`src/hw/rtl/mrpt_pkg.sv`:
```
// ----------------------------------------------------------------------------
// Miller-Rabin prime test package
// Shared types, witness tables and size thresholds.
// ----------------------------------------------------------------------------
`default_nettype none

package mrpt_pkg;

  localparam int NUM_BITS_DEF = 64;

  // size limits that pick the witness set
  localparam logic [63:0] LIM_0 = 64'd1373653;
  localparam logic [63:0] LIM_1 = 64'd9080191;
  localparam logic [63:0] LIM_2 = 64'd4759123141;
  localparam logic [63:0] LIM_3 = 64'd1122004669633;
  localparam logic [63:0] LIM_4 = 64'd2152302898747;
  localparam logic [63:0] LIM_5 = 64'd3474749660383;

  typedef struct packed {
    logic busy;
    logic done;
  } unit_stat_t;

  function automatic logic [2:0] wit_class(input logic [63:0] n);
    logic [2:0] cls;
    if (n < LIM_0) cls = 3'd0;
    else if (n < LIM_1) cls = 3'd1;
    else if (n < LIM_2) cls = 3'd2;
    else if (n < LIM_3) cls = 3'd3;
    else if (n < LIM_4) cls = 3'd4;
    else if (n < LIM_5) cls = 3'd5;
    else cls = 3'd6;
    return cls;
  endfunction

  function automatic logic [2:0] wit_count(input logic [2:0] cls);
    logic [2:0] cnt;
    case (cls)
      3'd0: cnt = 3'd2;
      3'd1: cnt = 3'd2;
      3'd2: cnt = 3'd3;
      3'd3: cnt = 3'd4;
      3'd4: cnt = 3'd5;
      3'd5: cnt = 3'd6;
      default: cnt = 3'd7;
    endcase
    return cnt;
  endfunction

  function automatic logic [63:0] wit_value(input logic [2:0] cls, input logic [2:0] idx);
    logic [63:0] w;
    w = 64'd2;
    case (cls)
      3'd0: begin
        case (idx)
          3'd0: w = 64'd2;
          default: w = 64'd3;
        endcase
      end
      3'd1: begin
        case (idx)
          3'd0: w = 64'd31;
          default: w = 64'd73;
        endcase
      end
      3'd2: begin
        case (idx)
          3'd0: w = 64'd2;
          3'd1: w = 64'd7;
          default: w = 64'd61;
        endcase
      end
      3'd3: begin
        case (idx)
          3'd0: w = 64'd2;
          3'd1: w = 64'd13;
          3'd2: w = 64'd23;
          default: w = 64'd1662803;
        endcase
      end
      default: begin
        case (idx)
          3'd0: w = 64'd2;
          3'd1: w = 64'd3;
          3'd2: w = 64'd5;
          3'd3: w = 64'd7;
          3'd4: w = 64'd11;
          3'd5: w = 64'd13;
          default: w = 64'd17;
        endcase
      end
    endcase
    return w;
  endfunction

endpackage

`default_nettype wire

```
`src/hw/rtl/mrpt_modmul.sv`:
```
// ----------------------------------------------------------------------------
// Bit-serial modular multiplier
// Shift-add a*b mod m, one multiplier bit per cycle, MSB first.
// ----------------------------------------------------------------------------
`default_nettype none

module mrpt_modmul import mrpt_pkg::*; #(
  parameter int NUM_BITS = NUM_BITS_DEF
) (
  input  wire logic                clk,
  input  wire logic                rst_n,
  input  wire logic                start,
  input  wire logic [NUM_BITS-1:0] op_a,
  input  wire logic [NUM_BITS-1:0] op_b,
  input  wire logic [NUM_BITS-1:0] modulus,
  output unit_stat_t               stat,
  output logic      [NUM_BITS-1:0] result
);

  localparam int CW = $clog2(NUM_BITS + 1);
  localparam int W  = NUM_BITS + 2;

  logic [NUM_BITS-1:0] a_sh_r, b_r, m_r, acc_r;
  logic [CW-1:0]       cnt_r;
  logic                busy_r, done_r;

  logic [W-1:0]        sum, m1, m2, dif1, dif2;
  logic [NUM_BITS-1:0] acc_nxt;

  // acc < m and b < m keep the sum below 3m
  always_comb begin
    sum  = {1'b0, acc_r, 1'b0} + (a_sh_r[NUM_BITS-1] ? {2'b00, b_r} : '0);
    m1   = {2'b00, m_r};
    m2   = {1'b0, m_r, 1'b0};
    dif1 = sum - m1;
    dif2 = sum - m2;
    if (sum >= m2) acc_nxt = dif2[NUM_BITS-1:0];
    else if (sum >= m1) acc_nxt = dif1[NUM_BITS-1:0];
    else acc_nxt = sum[NUM_BITS-1:0];
  end

  always_ff @(posedge clk) begin
    if (!rst_n) begin
      busy_r <= 1'b0;
      done_r <= 1'b0;
      cnt_r  <= '0;
    end else begin
      done_r <= 1'b0;
      if (start) begin
        busy_r <= 1'b1;
        cnt_r  <= CW'(NUM_BITS);
      end else if (busy_r) begin
        cnt_r <= cnt_r - CW'(1);
        if (cnt_r == CW'(1)) begin
          busy_r <= 1'b0;
          done_r <= 1'b1;
        end
      end
    end
  end

  always_ff @(posedge clk) begin
    if (start) begin
      a_sh_r <= op_a;
      b_r    <= op_b;
      m_r    <= modulus;
      acc_r  <= '0;
    end else if (busy_r) begin
      a_sh_r <= a_sh_r << 1;
      acc_r  <= acc_nxt;
    end
  end

  assign stat.busy = busy_r;
  assign stat.done = done_r;
  assign result    = acc_r;

endmodule

`default_nettype wire

```
`src/hw/rtl/mrpt_mod3.sv`:
```
// ----------------------------------------------------------------------------
// Bit-serial remainder by three
// Walks the candidate MSB first and keeps a two-bit remainder.
// ----------------------------------------------------------------------------
`default_nettype none

module mrpt_mod3 import mrpt_pkg::*; #(
  parameter int NUM_BITS = NUM_BITS_DEF
) (
  input  wire logic                clk,
  input  wire logic                rst_n,
  input  wire logic                start,
  input  wire logic [NUM_BITS-1:0] value,
  output unit_stat_t               stat,
  output logic                     rem_zero
);

  localparam int CW = $clog2(NUM_BITS + 1);

  logic [NUM_BITS-1:0] sh_r;
  logic [1:0]          rem_r, rem_nxt;
  logic [CW-1:0]       cnt_r;
  logic                busy_r, done_r;

  always_comb begin
    case ({rem_r, sh_r[NUM_BITS-1]}) inside
      3'd0, 3'd3: rem_nxt = 2'd0;
      3'd1, 3'd4: rem_nxt = 2'd1;
      3'd2, 3'd5: rem_nxt = 2'd2;
      default:    rem_nxt = 2'd0;
    endcase
  end

  always_ff @(posedge clk) begin
    if (!rst_n) begin
      busy_r <= 1'b0;
      done_r <= 1'b0;
      cnt_r  <= '0;
    end else begin
      done_r <= 1'b0;
      if (start) begin
        busy_r <= 1'b1;
        cnt_r  <= CW'(NUM_BITS);
      end else if (busy_r) begin
        cnt_r <= cnt_r - CW'(1);
        if (cnt_r == CW'(1)) begin
          busy_r <= 1'b0;
          done_r <= 1'b1;
        end
      end
    end
  end

  always_ff @(posedge clk) begin
    if (start) begin
      sh_r  <= value;
      rem_r <= 2'd0;
    end else if (busy_r) begin
      sh_r  <= sh_r << 1;
      rem_r <= rem_nxt;
    end
  end

  assign stat.busy = busy_r;
  assign stat.done = done_r;
  assign rem_zero  = (rem_r == 2'd0);

endmodule

`default_nettype wire

```
`src/hw/rtl/miller_rabin_prime_test_top.sv`:
```
// ----------------------------------------------------------------------------
// Miller-Rabin prime test, top level
// Deterministic strong-pseudoprime test of one candidate per transfer.
// ----------------------------------------------------------------------------
// Usage:
//   in_valid/in_ready take one candidate; only its low NUM_BITS bits count.
//   out_valid/out_ready return one is_prime flag per candidate, in order.
//   One candidate is worked on at a time; in_ready is high only while idle.
// Processing:
//   numbers below 2 and even numbers go straight to the output register;
//   otherwise a divide-by-three scan runs first, then per witness a
//   square-and-multiply over the bits of n-1, with each product formed by
//   the bit-serial modular multiplier.
// The result sits in an output register; the next candidate is accepted
// while it waits. If the receiver stalls and a second result is ready, the
// block holds it until the register frees up.
// Reset (synchronous, rst_n low) returns to idle and drops out_valid.
// ----------------------------------------------------------------------------
`default_nettype none

module miller_rabin_prime_test_top import mrpt_pkg::*; #(
  parameter int NUM_BITS = NUM_BITS_DEF
) (
  input  wire logic        clk,
  input  wire logic        rst_n,
  input  wire logic        in_valid,
  output logic             in_ready,
  input  wire logic [63:0] in_candidate,
  output logic             out_valid,
  input  wire logic        out_ready,
  output logic             out_is_prime
);

  localparam int CW = $clog2(NUM_BITS + 1);
  localparam logic [NUM_BITS-1:0] ONE = NUM_BITS'(1);

  typedef enum logic [9:0] {
    ST_IDLE  = 10'b0000000001,
    ST_MOD3  = 10'b0000000010,
    ST_PREP  = 10'b0000000100,
    ST_SKIP  = 10'b0000001000,
    ST_SQ    = 10'b0000010000,
    ST_SQW   = 10'b0000100000,
    ST_ML    = 10'b0001000000,
    ST_MLW   = 10'b0010000000,
    ST_CHECK = 10'b0100000000,
    ST_DONE  = 10'b1000000000
  } state_t;

  state_t state_r, state_nxt;

  logic [NUM_BITS-1:0] n_r, n_nxt, nm1_r, nm1_nxt;
  logic [NUM_BITS-1:0] wit_r, wit_nxt, x_r, x_nxt, e_r, e_nxt;
  logic [CW-1:0]       cnt_r, cnt_nxt;
  logic [2:0]          cls_r, cls_nxt, widx_r, widx_nxt;
  logic                verdict_r, verdict_nxt;
  logic                out_valid_r, out_valid_nxt, out_prime_r, out_prime_nxt;

  logic [NUM_BITS-1:0] n_in, mm_res;
  logic [63:0]         wit_full;
  logic                mm_start, m3_start, m3_rem_zero;
  unit_stat_t          mm_stat, m3_stat;

  assign n_in     = in_candidate[NUM_BITS-1:0];
  assign wit_full = wit_value(cls_r, widx_r);
  assign mm_start = (state_r == ST_SQ) || (state_r == ST_ML);
  assign m3_start = (state_r == ST_IDLE) && in_valid && (n_in >= NUM_BITS'(2)) && n_in[0];

  mrpt_modmul #(.NUM_BITS(NUM_BITS)) u_modmul (
    .clk     (clk),
    .rst_n   (rst_n),
    .start   (mm_start),
    .op_a    (x_r),
    .op_b    ((state_r == ST_ML) ? wit_r : x_r),
    .modulus (n_r),
    .stat    (mm_stat),
    .result  (mm_res)
  );

  mrpt_mod3 #(.NUM_BITS(NUM_BITS)) u_mod3 (
    .clk      (clk),
    .rst_n    (rst_n),
    .start    (m3_start),
    .value    (n_in),
    .stat     (m3_stat),
    .rem_zero (m3_rem_zero)
  );

  always_comb begin
    state_nxt     = state_r;
    n_nxt         = n_r;
    nm1_nxt       = nm1_r;
    wit_nxt       = wit_r;
    x_nxt         = x_r;
    e_nxt         = e_r;
    cnt_nxt       = cnt_r;
    cls_nxt       = cls_r;
    widx_nxt      = widx_r;
    verdict_nxt   = verdict_r;
    out_valid_nxt = out_valid_r && !out_ready;
    out_prime_nxt = out_prime_r;

    case (state_r)
      ST_IDLE: begin
        if (in_valid) begin
          n_nxt   = n_in;
          nm1_nxt = n_in - ONE;
          cls_nxt = wit_class(64'(n_in));
          if (n_in < NUM_BITS'(2)) begin
            verdict_nxt = 1'b0;
            state_nxt   = ST_DONE;
          end else if (!n_in[0]) begin
            verdict_nxt = (n_in == NUM_BITS'(2));
            state_nxt   = ST_DONE;
          end else begin
            state_nxt = ST_MOD3;
          end
        end
      end
      ST_MOD3: begin
        if (m3_stat.done) begin
          if (m3_rem_zero) begin
            verdict_nxt = (n_r == NUM_BITS'(3));
            state_nxt   = ST_DONE;
          end else begin
            widx_nxt  = 3'd0;
            state_nxt = ST_PREP;
          end
        end
      end
      ST_PREP: begin
        wit_nxt   = wit_full[NUM_BITS-1:0];
        e_nxt     = nm1_r;
        cnt_nxt   = CW'(NUM_BITS);
        state_nxt = ST_SKIP;
      end
      // drop leading zeros of n-1; the top one bit loads x with the witness
      ST_SKIP: begin
        e_nxt   = e_r << 1;
        cnt_nxt = cnt_r - CW'(1);
        if (e_r[NUM_BITS-1]) begin
          x_nxt     = wit_r;
          state_nxt = ST_SQ;
        end
      end
      ST_SQ: begin
        state_nxt = ST_SQW;
      end
      ST_SQW: begin
        if (mm_stat.done) begin
          x_nxt = mm_res;
          // all remaining exponent bits zero: squaring past a^d
          if ((e_r == '0) && (mm_res == ONE) && (x_r != ONE) && (x_r != nm1_r)) begin
            verdict_nxt = 1'b0;
            state_nxt   = ST_DONE;
          end else if (e_r[NUM_BITS-1]) begin
            state_nxt = ST_ML;
          end else begin
            e_nxt     = e_r << 1;
            cnt_nxt   = cnt_r - CW'(1);
            state_nxt = (cnt_r == CW'(1)) ? ST_CHECK : ST_SQ;
          end
        end
      end
      ST_ML: begin
        state_nxt = ST_MLW;
      end
      ST_MLW: begin
        if (mm_stat.done) begin
          x_nxt     = mm_res;
          e_nxt     = e_r << 1;
          cnt_nxt   = cnt_r - CW'(1);
          state_nxt = (cnt_r == CW'(1)) ? ST_CHECK : ST_SQ;
        end
      end
      ST_CHECK: begin
        if (x_r != ONE) begin
          verdict_nxt = 1'b0;
          state_nxt   = ST_DONE;
        end else if ((widx_r + 3'd1) == wit_count(cls_r)) begin
          verdict_nxt = 1'b1;
          state_nxt   = ST_DONE;
        end else begin
          widx_nxt  = widx_r + 3'd1;
          state_nxt = ST_PREP;
        end
      end
      ST_DONE: begin
        if (!out_valid_r || out_ready) begin
          out_valid_nxt = 1'b1;
          out_prime_nxt = verdict_r;
          state_nxt     = ST_IDLE;
        end
      end
      default: begin
        state_nxt = ST_IDLE;
      end
    endcase
  end

  always_ff @(posedge clk) begin
    if (!rst_n) begin
      state_r     <= ST_IDLE;
      out_valid_r <= 1'b0;
    end else begin
      state_r     <= state_nxt;
      out_valid_r <= out_valid_nxt;
    end
  end

  always_ff @(posedge clk) begin
    n_r         <= n_nxt;
    nm1_r       <= nm1_nxt;
    wit_r       <= wit_nxt;
    x_r         <= x_nxt;
    e_r         <= e_nxt;
    cnt_r       <= cnt_nxt;
    cls_r       <= cls_nxt;
    widx_r      <= widx_nxt;
    verdict_r   <= verdict_nxt;
    out_prime_r <= out_prime_nxt;
  end

  assign in_ready     = (state_r == ST_IDLE);
  assign out_valid    = out_valid_r;
  assign out_is_prime = out_prime_r;

endmodule

`default_nettype wire

```
`config.mk`:
```
export PLATFORM = sky130hd
export DESIGN_NAME = miller_rabin_prime_test_top
export DESIGN_NICKNAME = d
export VERILOG_FILES = /design/src/hw/rtl/mrpt_pkg.sv /design/src/hw/rtl/mrpt_modmul.sv /design/src/hw/rtl/mrpt_mod3.sv /design/src/hw/rtl/miller_rabin_prime_test_top.sv
export SDC_FILE = /design/constraint.sdc
export NUM_CORES = 2
export LEC_CHECK = 0
export ABC_AREA = 1
export BUFFER_PORTS_ARGS = -buffer_cell sky130_fd_sc_hd__buf_2
export CORE_UTILIZATION = 59
export DETAILED_ROUTE_END_ITERATION = 8
export PLACE_DENSITY = 0.78
export SYNTH_ARGS = -nofsm -noshare
export SYNTH_HDL_FRONTEND = slang
export SYNTH_SLANG_ARGS = --single-unit
```
`constraint.sdc`:
```
create_clock -name clk -period 7.63 [get_ports clk]
set_clock_uncertainty 0.05 [all_clocks]
set_input_delay 1.1445 -clock clk [delete_from_list [all_inputs] [get_ports clk]]
set_output_delay 1.1445 -clock clk [all_outputs]
set_load 0.05 [all_outputs]
```
==> metrics list <==
- Worst hold path type: reg2reg
* Final Critical Period: 7.01 ns
* Nets in the synthesized netlist: between 6000 and 7000
- Launch instance of the worst register-to-register path: u_modmul.a_sh_r[63]
- The H-tree was split into 2 levels.
- Summed over all cells, the static leakage comes to about 21 nW.
- Dividing total power by cell area gives a power density of around 340 mW/mm².
- The number of pins exceeding their max-slew limit in the final report came to 0.
- Critical path type: reg2reg
- DIE WIDTH: 277 µm
- Vias in the first global route: between 40000 and 50000
- The endpoint identified for the worst register-to-register timing path is u_modmul.result[55].
- Synthesis instantiated 60 different standard cells from the library.
- Number of cells produced by synthesis: 6037
* Cell at the root of the clock tree: clkbuf_16
* Fraction of final layout cells sized beyond drive strength 1: 6.32%
- Setup repair after global routing left no endpoint under its margin.
- From bottom edge to top edge, the die measures 277 µm.
* Number of buffers inserted to repair setup after CTS: 0
- CTS saw 630 sinks.
- Global routing finished with a remaining overflow of 0.
- Counting cells, the worst reg-to-reg path comes to 25.
* Buffers and inverters on the worst path: 6
- Dpl hpwl: 146000 µm
- STA classifies the critical path endpoint as a register.
* Critical Path Max Stage Delay: 1.07 ns
- Fillers: 6471
- Initial antenna violation count: 7
- Iter 0 DRT Violations: 5863
* Critical path origin: u_modmul.a_sh_r[63]
* IO Port Bufs: 70
* CP most frequent cell: nand3_1
- Maximum root-to-sink buffer count: 3
- Standard-cell rows: 100
- Routed wire length: 181000 µm
- For flop-to-flop paths, the worst setup slack is roughly 0.62 ns.
* Register bit count reported by yosys: 630
- TritonCTS built the clock tree.
- The most critical setup path has its endpoint at u_modmul.result[55].
- Clock latency of the later-clocked register in the worst-skew pair: about 0.67 ns
- The number of failing hold endpoints at the final stage was 0.
- Sequential fraction of the synthesis area: 40.3%
- The number of hold buffers added after CTS was 0.
* Post-layout utilization of the core: 64.5%
* Number of gates on the worst path with buffers counted: 25
- Combined area of all synthesized cells: 0.0446 mm²
- Once layout is complete, the cells apart from fillers number around 7000.
- Area of the die: 0.0767 mm²
* Overall track demand over capacity in global routing: 46.4%
* Worst Path Required: roughly 8 ns
* Post-DRT Antenna Nets: 0
- The first detailed-routing pass took 8 iterations.
* Arrival time at the worst endpoint: 7.51 ns
- Post-CTS resize count: 0
- Setup violations remaining at the end of the flow were counted as 0.
* Worst Max-Slew Pin Slew: 1.41 ns
- Synthesized area per cell: 7.39 µm²
- Across all layers, the routed design uses 44100 vias.
- Peak supply drop: 0.000423 V
* Core region area: 0.0747 mm²
- Most frequently used flop master after synthesis: edfxtp_1
- At the end of routability-driven placement, the weighted congestion stood at 1.19.
- Layout overhead on the synthesized area: 7.94%
- Of the available clock period, the critical path in the final layout requires around 92%.
- The number of clock buffers added by TritonCTS is 61.
- The synthesized design contains 535 enable-type register cells.
- After clock tree synthesis, the clock-pin slew on the worst setup and hold paths is 0.09 ns.
* Fraction of registers with async set or reset after synthesis: 0%
- After the last flow step, the layout net total stands at 6364.
- Library cell occupying the most area in the post-synthesis netlist: edfxtp_1
- The first global-routing pass estimated about 260000 µm of wire.
* Highest-delay cell along the critical path: nor4_1
- a little over 70 I/O pins were placed.
* Pin count of the biggest net entering global routing: 96
* Max-capacitance violation count: 0
- Critical path peak fanout: 19
* FMAX: ~140 MHz
* Worst slew slack as a fraction of its limit: about 5%
- The kind of cell with the highest combined delay along the critical path is simple AND/OR/NAND/NOR gates.
- Including well taps, the total number of placed cells is about 7000.
- Largest cells by area after synthesis: edfxtp_1, nand2_1, inv_1
- DR DRC count: 0
- Setup crit start kind: register
- Once the floorplan was initialized, standard cells occupied 59.7% of the core.
- Run status: finished, final reports clean
- Share of the synthesized area in the top cell type: 36.0%
- Using the TritonRoute via totals, the vias-per-cell ratio works out to 6.21.
* Summed negative setup slack over all endpoints: 0 ns
- During synthesis, Yosys emitted a total of 0 warnings.
- After detailed routing, the average wire length per cell comes to about 25 µm.
layer usage:
metal | up-vias | global-route usage [%] | part of all wire, %
met2 | 3160 | 71.2 | 43
met5 | - | 0 | 0.0072
met1 | 20300 | 54.9 | 35
li1 | 19900 | - | -
met3 | 763 | 12.5 | 12
met4 | 2 | 37.2 | 9.7
sequential cells by signal, indices dropped and copies added, names as in the netlist, 8 cells and up:
register / count
nm1_r: 64
e_r: 64
u_modmul.a_sh_r: 64
u_modmul.result: 64
wit_r: 8
n_r: 64
x_r: 64
u_modmul.b_r: 64
u_mod3.sh_r: 64
state_r: 10
u_modmul.m_r: 64
cell families (layout without fill, tap and decap cells):
group / after synthesis / after routing / share of synthesized area, %
AND/OR/NAND/NOR: 2883 / 2883 / 27.7
flip-flops: 630 / 630 / 40.3
XOR/XNOR: 243 / 243 / 4.77
buffers and inverters: 1094 / 1193 / 9.57
other: 0 / 4 / 0
AO/OA/AOI/OAI: 975 / 975 / 11.7
adder cells (fa/ha/maj): 212 / 212 / 5.99
worst min path at each step:
stage              start            to  slack, ns  cells past startpoint
4_1_cts        verdict_r  out_is_prime       0.39                      0
3_5_place_dp   verdict_r  out_is_prime       0.36                      0
3_3_place_gp   verdict_r  out_is_prime       0.38                      0
6_report       verdict_r  out_is_prime       0.39                      0
5_1_grt        verdict_r  out_is_prime       0.41                      0
2_1_floorplan  verdict_r  out_is_prime       0.35                      0
cell usage in the layout (no fill, tap or decap), drive strengths merged, types with 12 or more instances in the layout:
cell    count
buf       114
nor3       91
inv       967
o21ai     444
xor2      165
nor4      101
nand3     338
a21o       12
a21oi     433
nor2      729
clkinv     27
o21bai     43
nand4      85
nand3b     33
dfxtp      95
ha        209
xnor2      78
nand2    1480
edfxtp    535
clkbuf     67
power by group:
part           internal [mW]  switching [mW]
registers               4.55           0.577
logic                   2.20            5.79
clock network           1.86            1.44
worst register-to-register path, cell delays in order, from the launching register on:
cell and delay, ns:
edfxtp_1 0.63, buf_4 0.33, nand2_1 0.09, inv_1 0.05, ha_1 0.38, nand2_1 0.13, nor2_2 0.18, inv_1 0.06
nor2_1 0.15, inv_1 0.08, nor4_1 1.07, nand3_1 0.36, nand3_1 0.16, nand2_1 0.22, ha_1 0.43, nand2_1 0.11
inv_1 0.07, nand4_1 0.09, nor2_1 0.05, a31oi_1 0.71, nand3_1 0.26, nor2_4 0.59, buf_4 0.33, nand3_1 0.14
nand3_1 0.13, a21oi_1 0.07
cell type report:
type	count	area (µm²)	area share, %
clock inverter	48	611	1.27
tap	969	1210	2.52
sequential	630	18000	37.3
multi-input combinational	4313	22500	46.6
timing repair buffer	114	743	1.54
inverter	964	3620	7.52
antenna	4	10.0	0.0208
clock buffer	67	1550	3.22
stage by stage:
step,total power [mW],hold slack [ns],cell area (µm²),setup WS [ns]
final,16.4,0.387,48200,0.623
after global routing,17.0,0.413,48200,0.590
after CTS,15.9,0.391,48200,1.02
after detailed placement,12.6,0.356,46000,1.06
after global placement,12.5,0.377,46000,0.991
after floorplan,9.92,0.350,44600,0.361
Yosys cell counts (3+ instances only):
| cell type | number |
|---|---|
| o21ai_0 | 433 |
| a21oi_2 | 24 |
| ha_1 | 209 |
| buf_1 | 4 |
| o2111ai_1 | 3 |
| buf_6 | 10 |
| nor3_2 | 8 |
| nor2_1 | 698 |
| nor2_2 | 26 |
| nor3_1 | 83 |
| inv_1 | 935 |
| inv_2 | 28 |
| buf_2 | 16 |
| nor4_1 | 100 |
| xor2_1 | 165 |
| nor3b_1 | 3 |
| a21boi_0 | 5 |
| a211oi_1 | 5 |
| nand3b_1 | 31 |
| a31oi_1 | 7 |
| buf_8 | 3 |
| xnor2_1 | 78 |
| dfxtp_1 | 95 |
| o21bai_1 | 43 |
| a21o_1 | 12 |
| fa_1 | 3 |
| nand2_1 | 1424 |
| nor2_4 | 5 |
| nand4_2 | 3 |
| a21oi_1 | 408 |
| and2_1 | 4 |
| nand3_1 | 338 |
| and3_1 | 7 |
| nand4_1 | 82 |
| buf_4 | 10 |
| nand2_2 | 54 |
| o211ai_1 | 3 |
| o21a_1 | 8 |
| edfxtp_1 | 535 |
| or2_2 | 6 |
| clkbuf_1 | 87 |
| o21ai_1 | 11 |
Note: power is estimated with default switching activity, not from simulation.
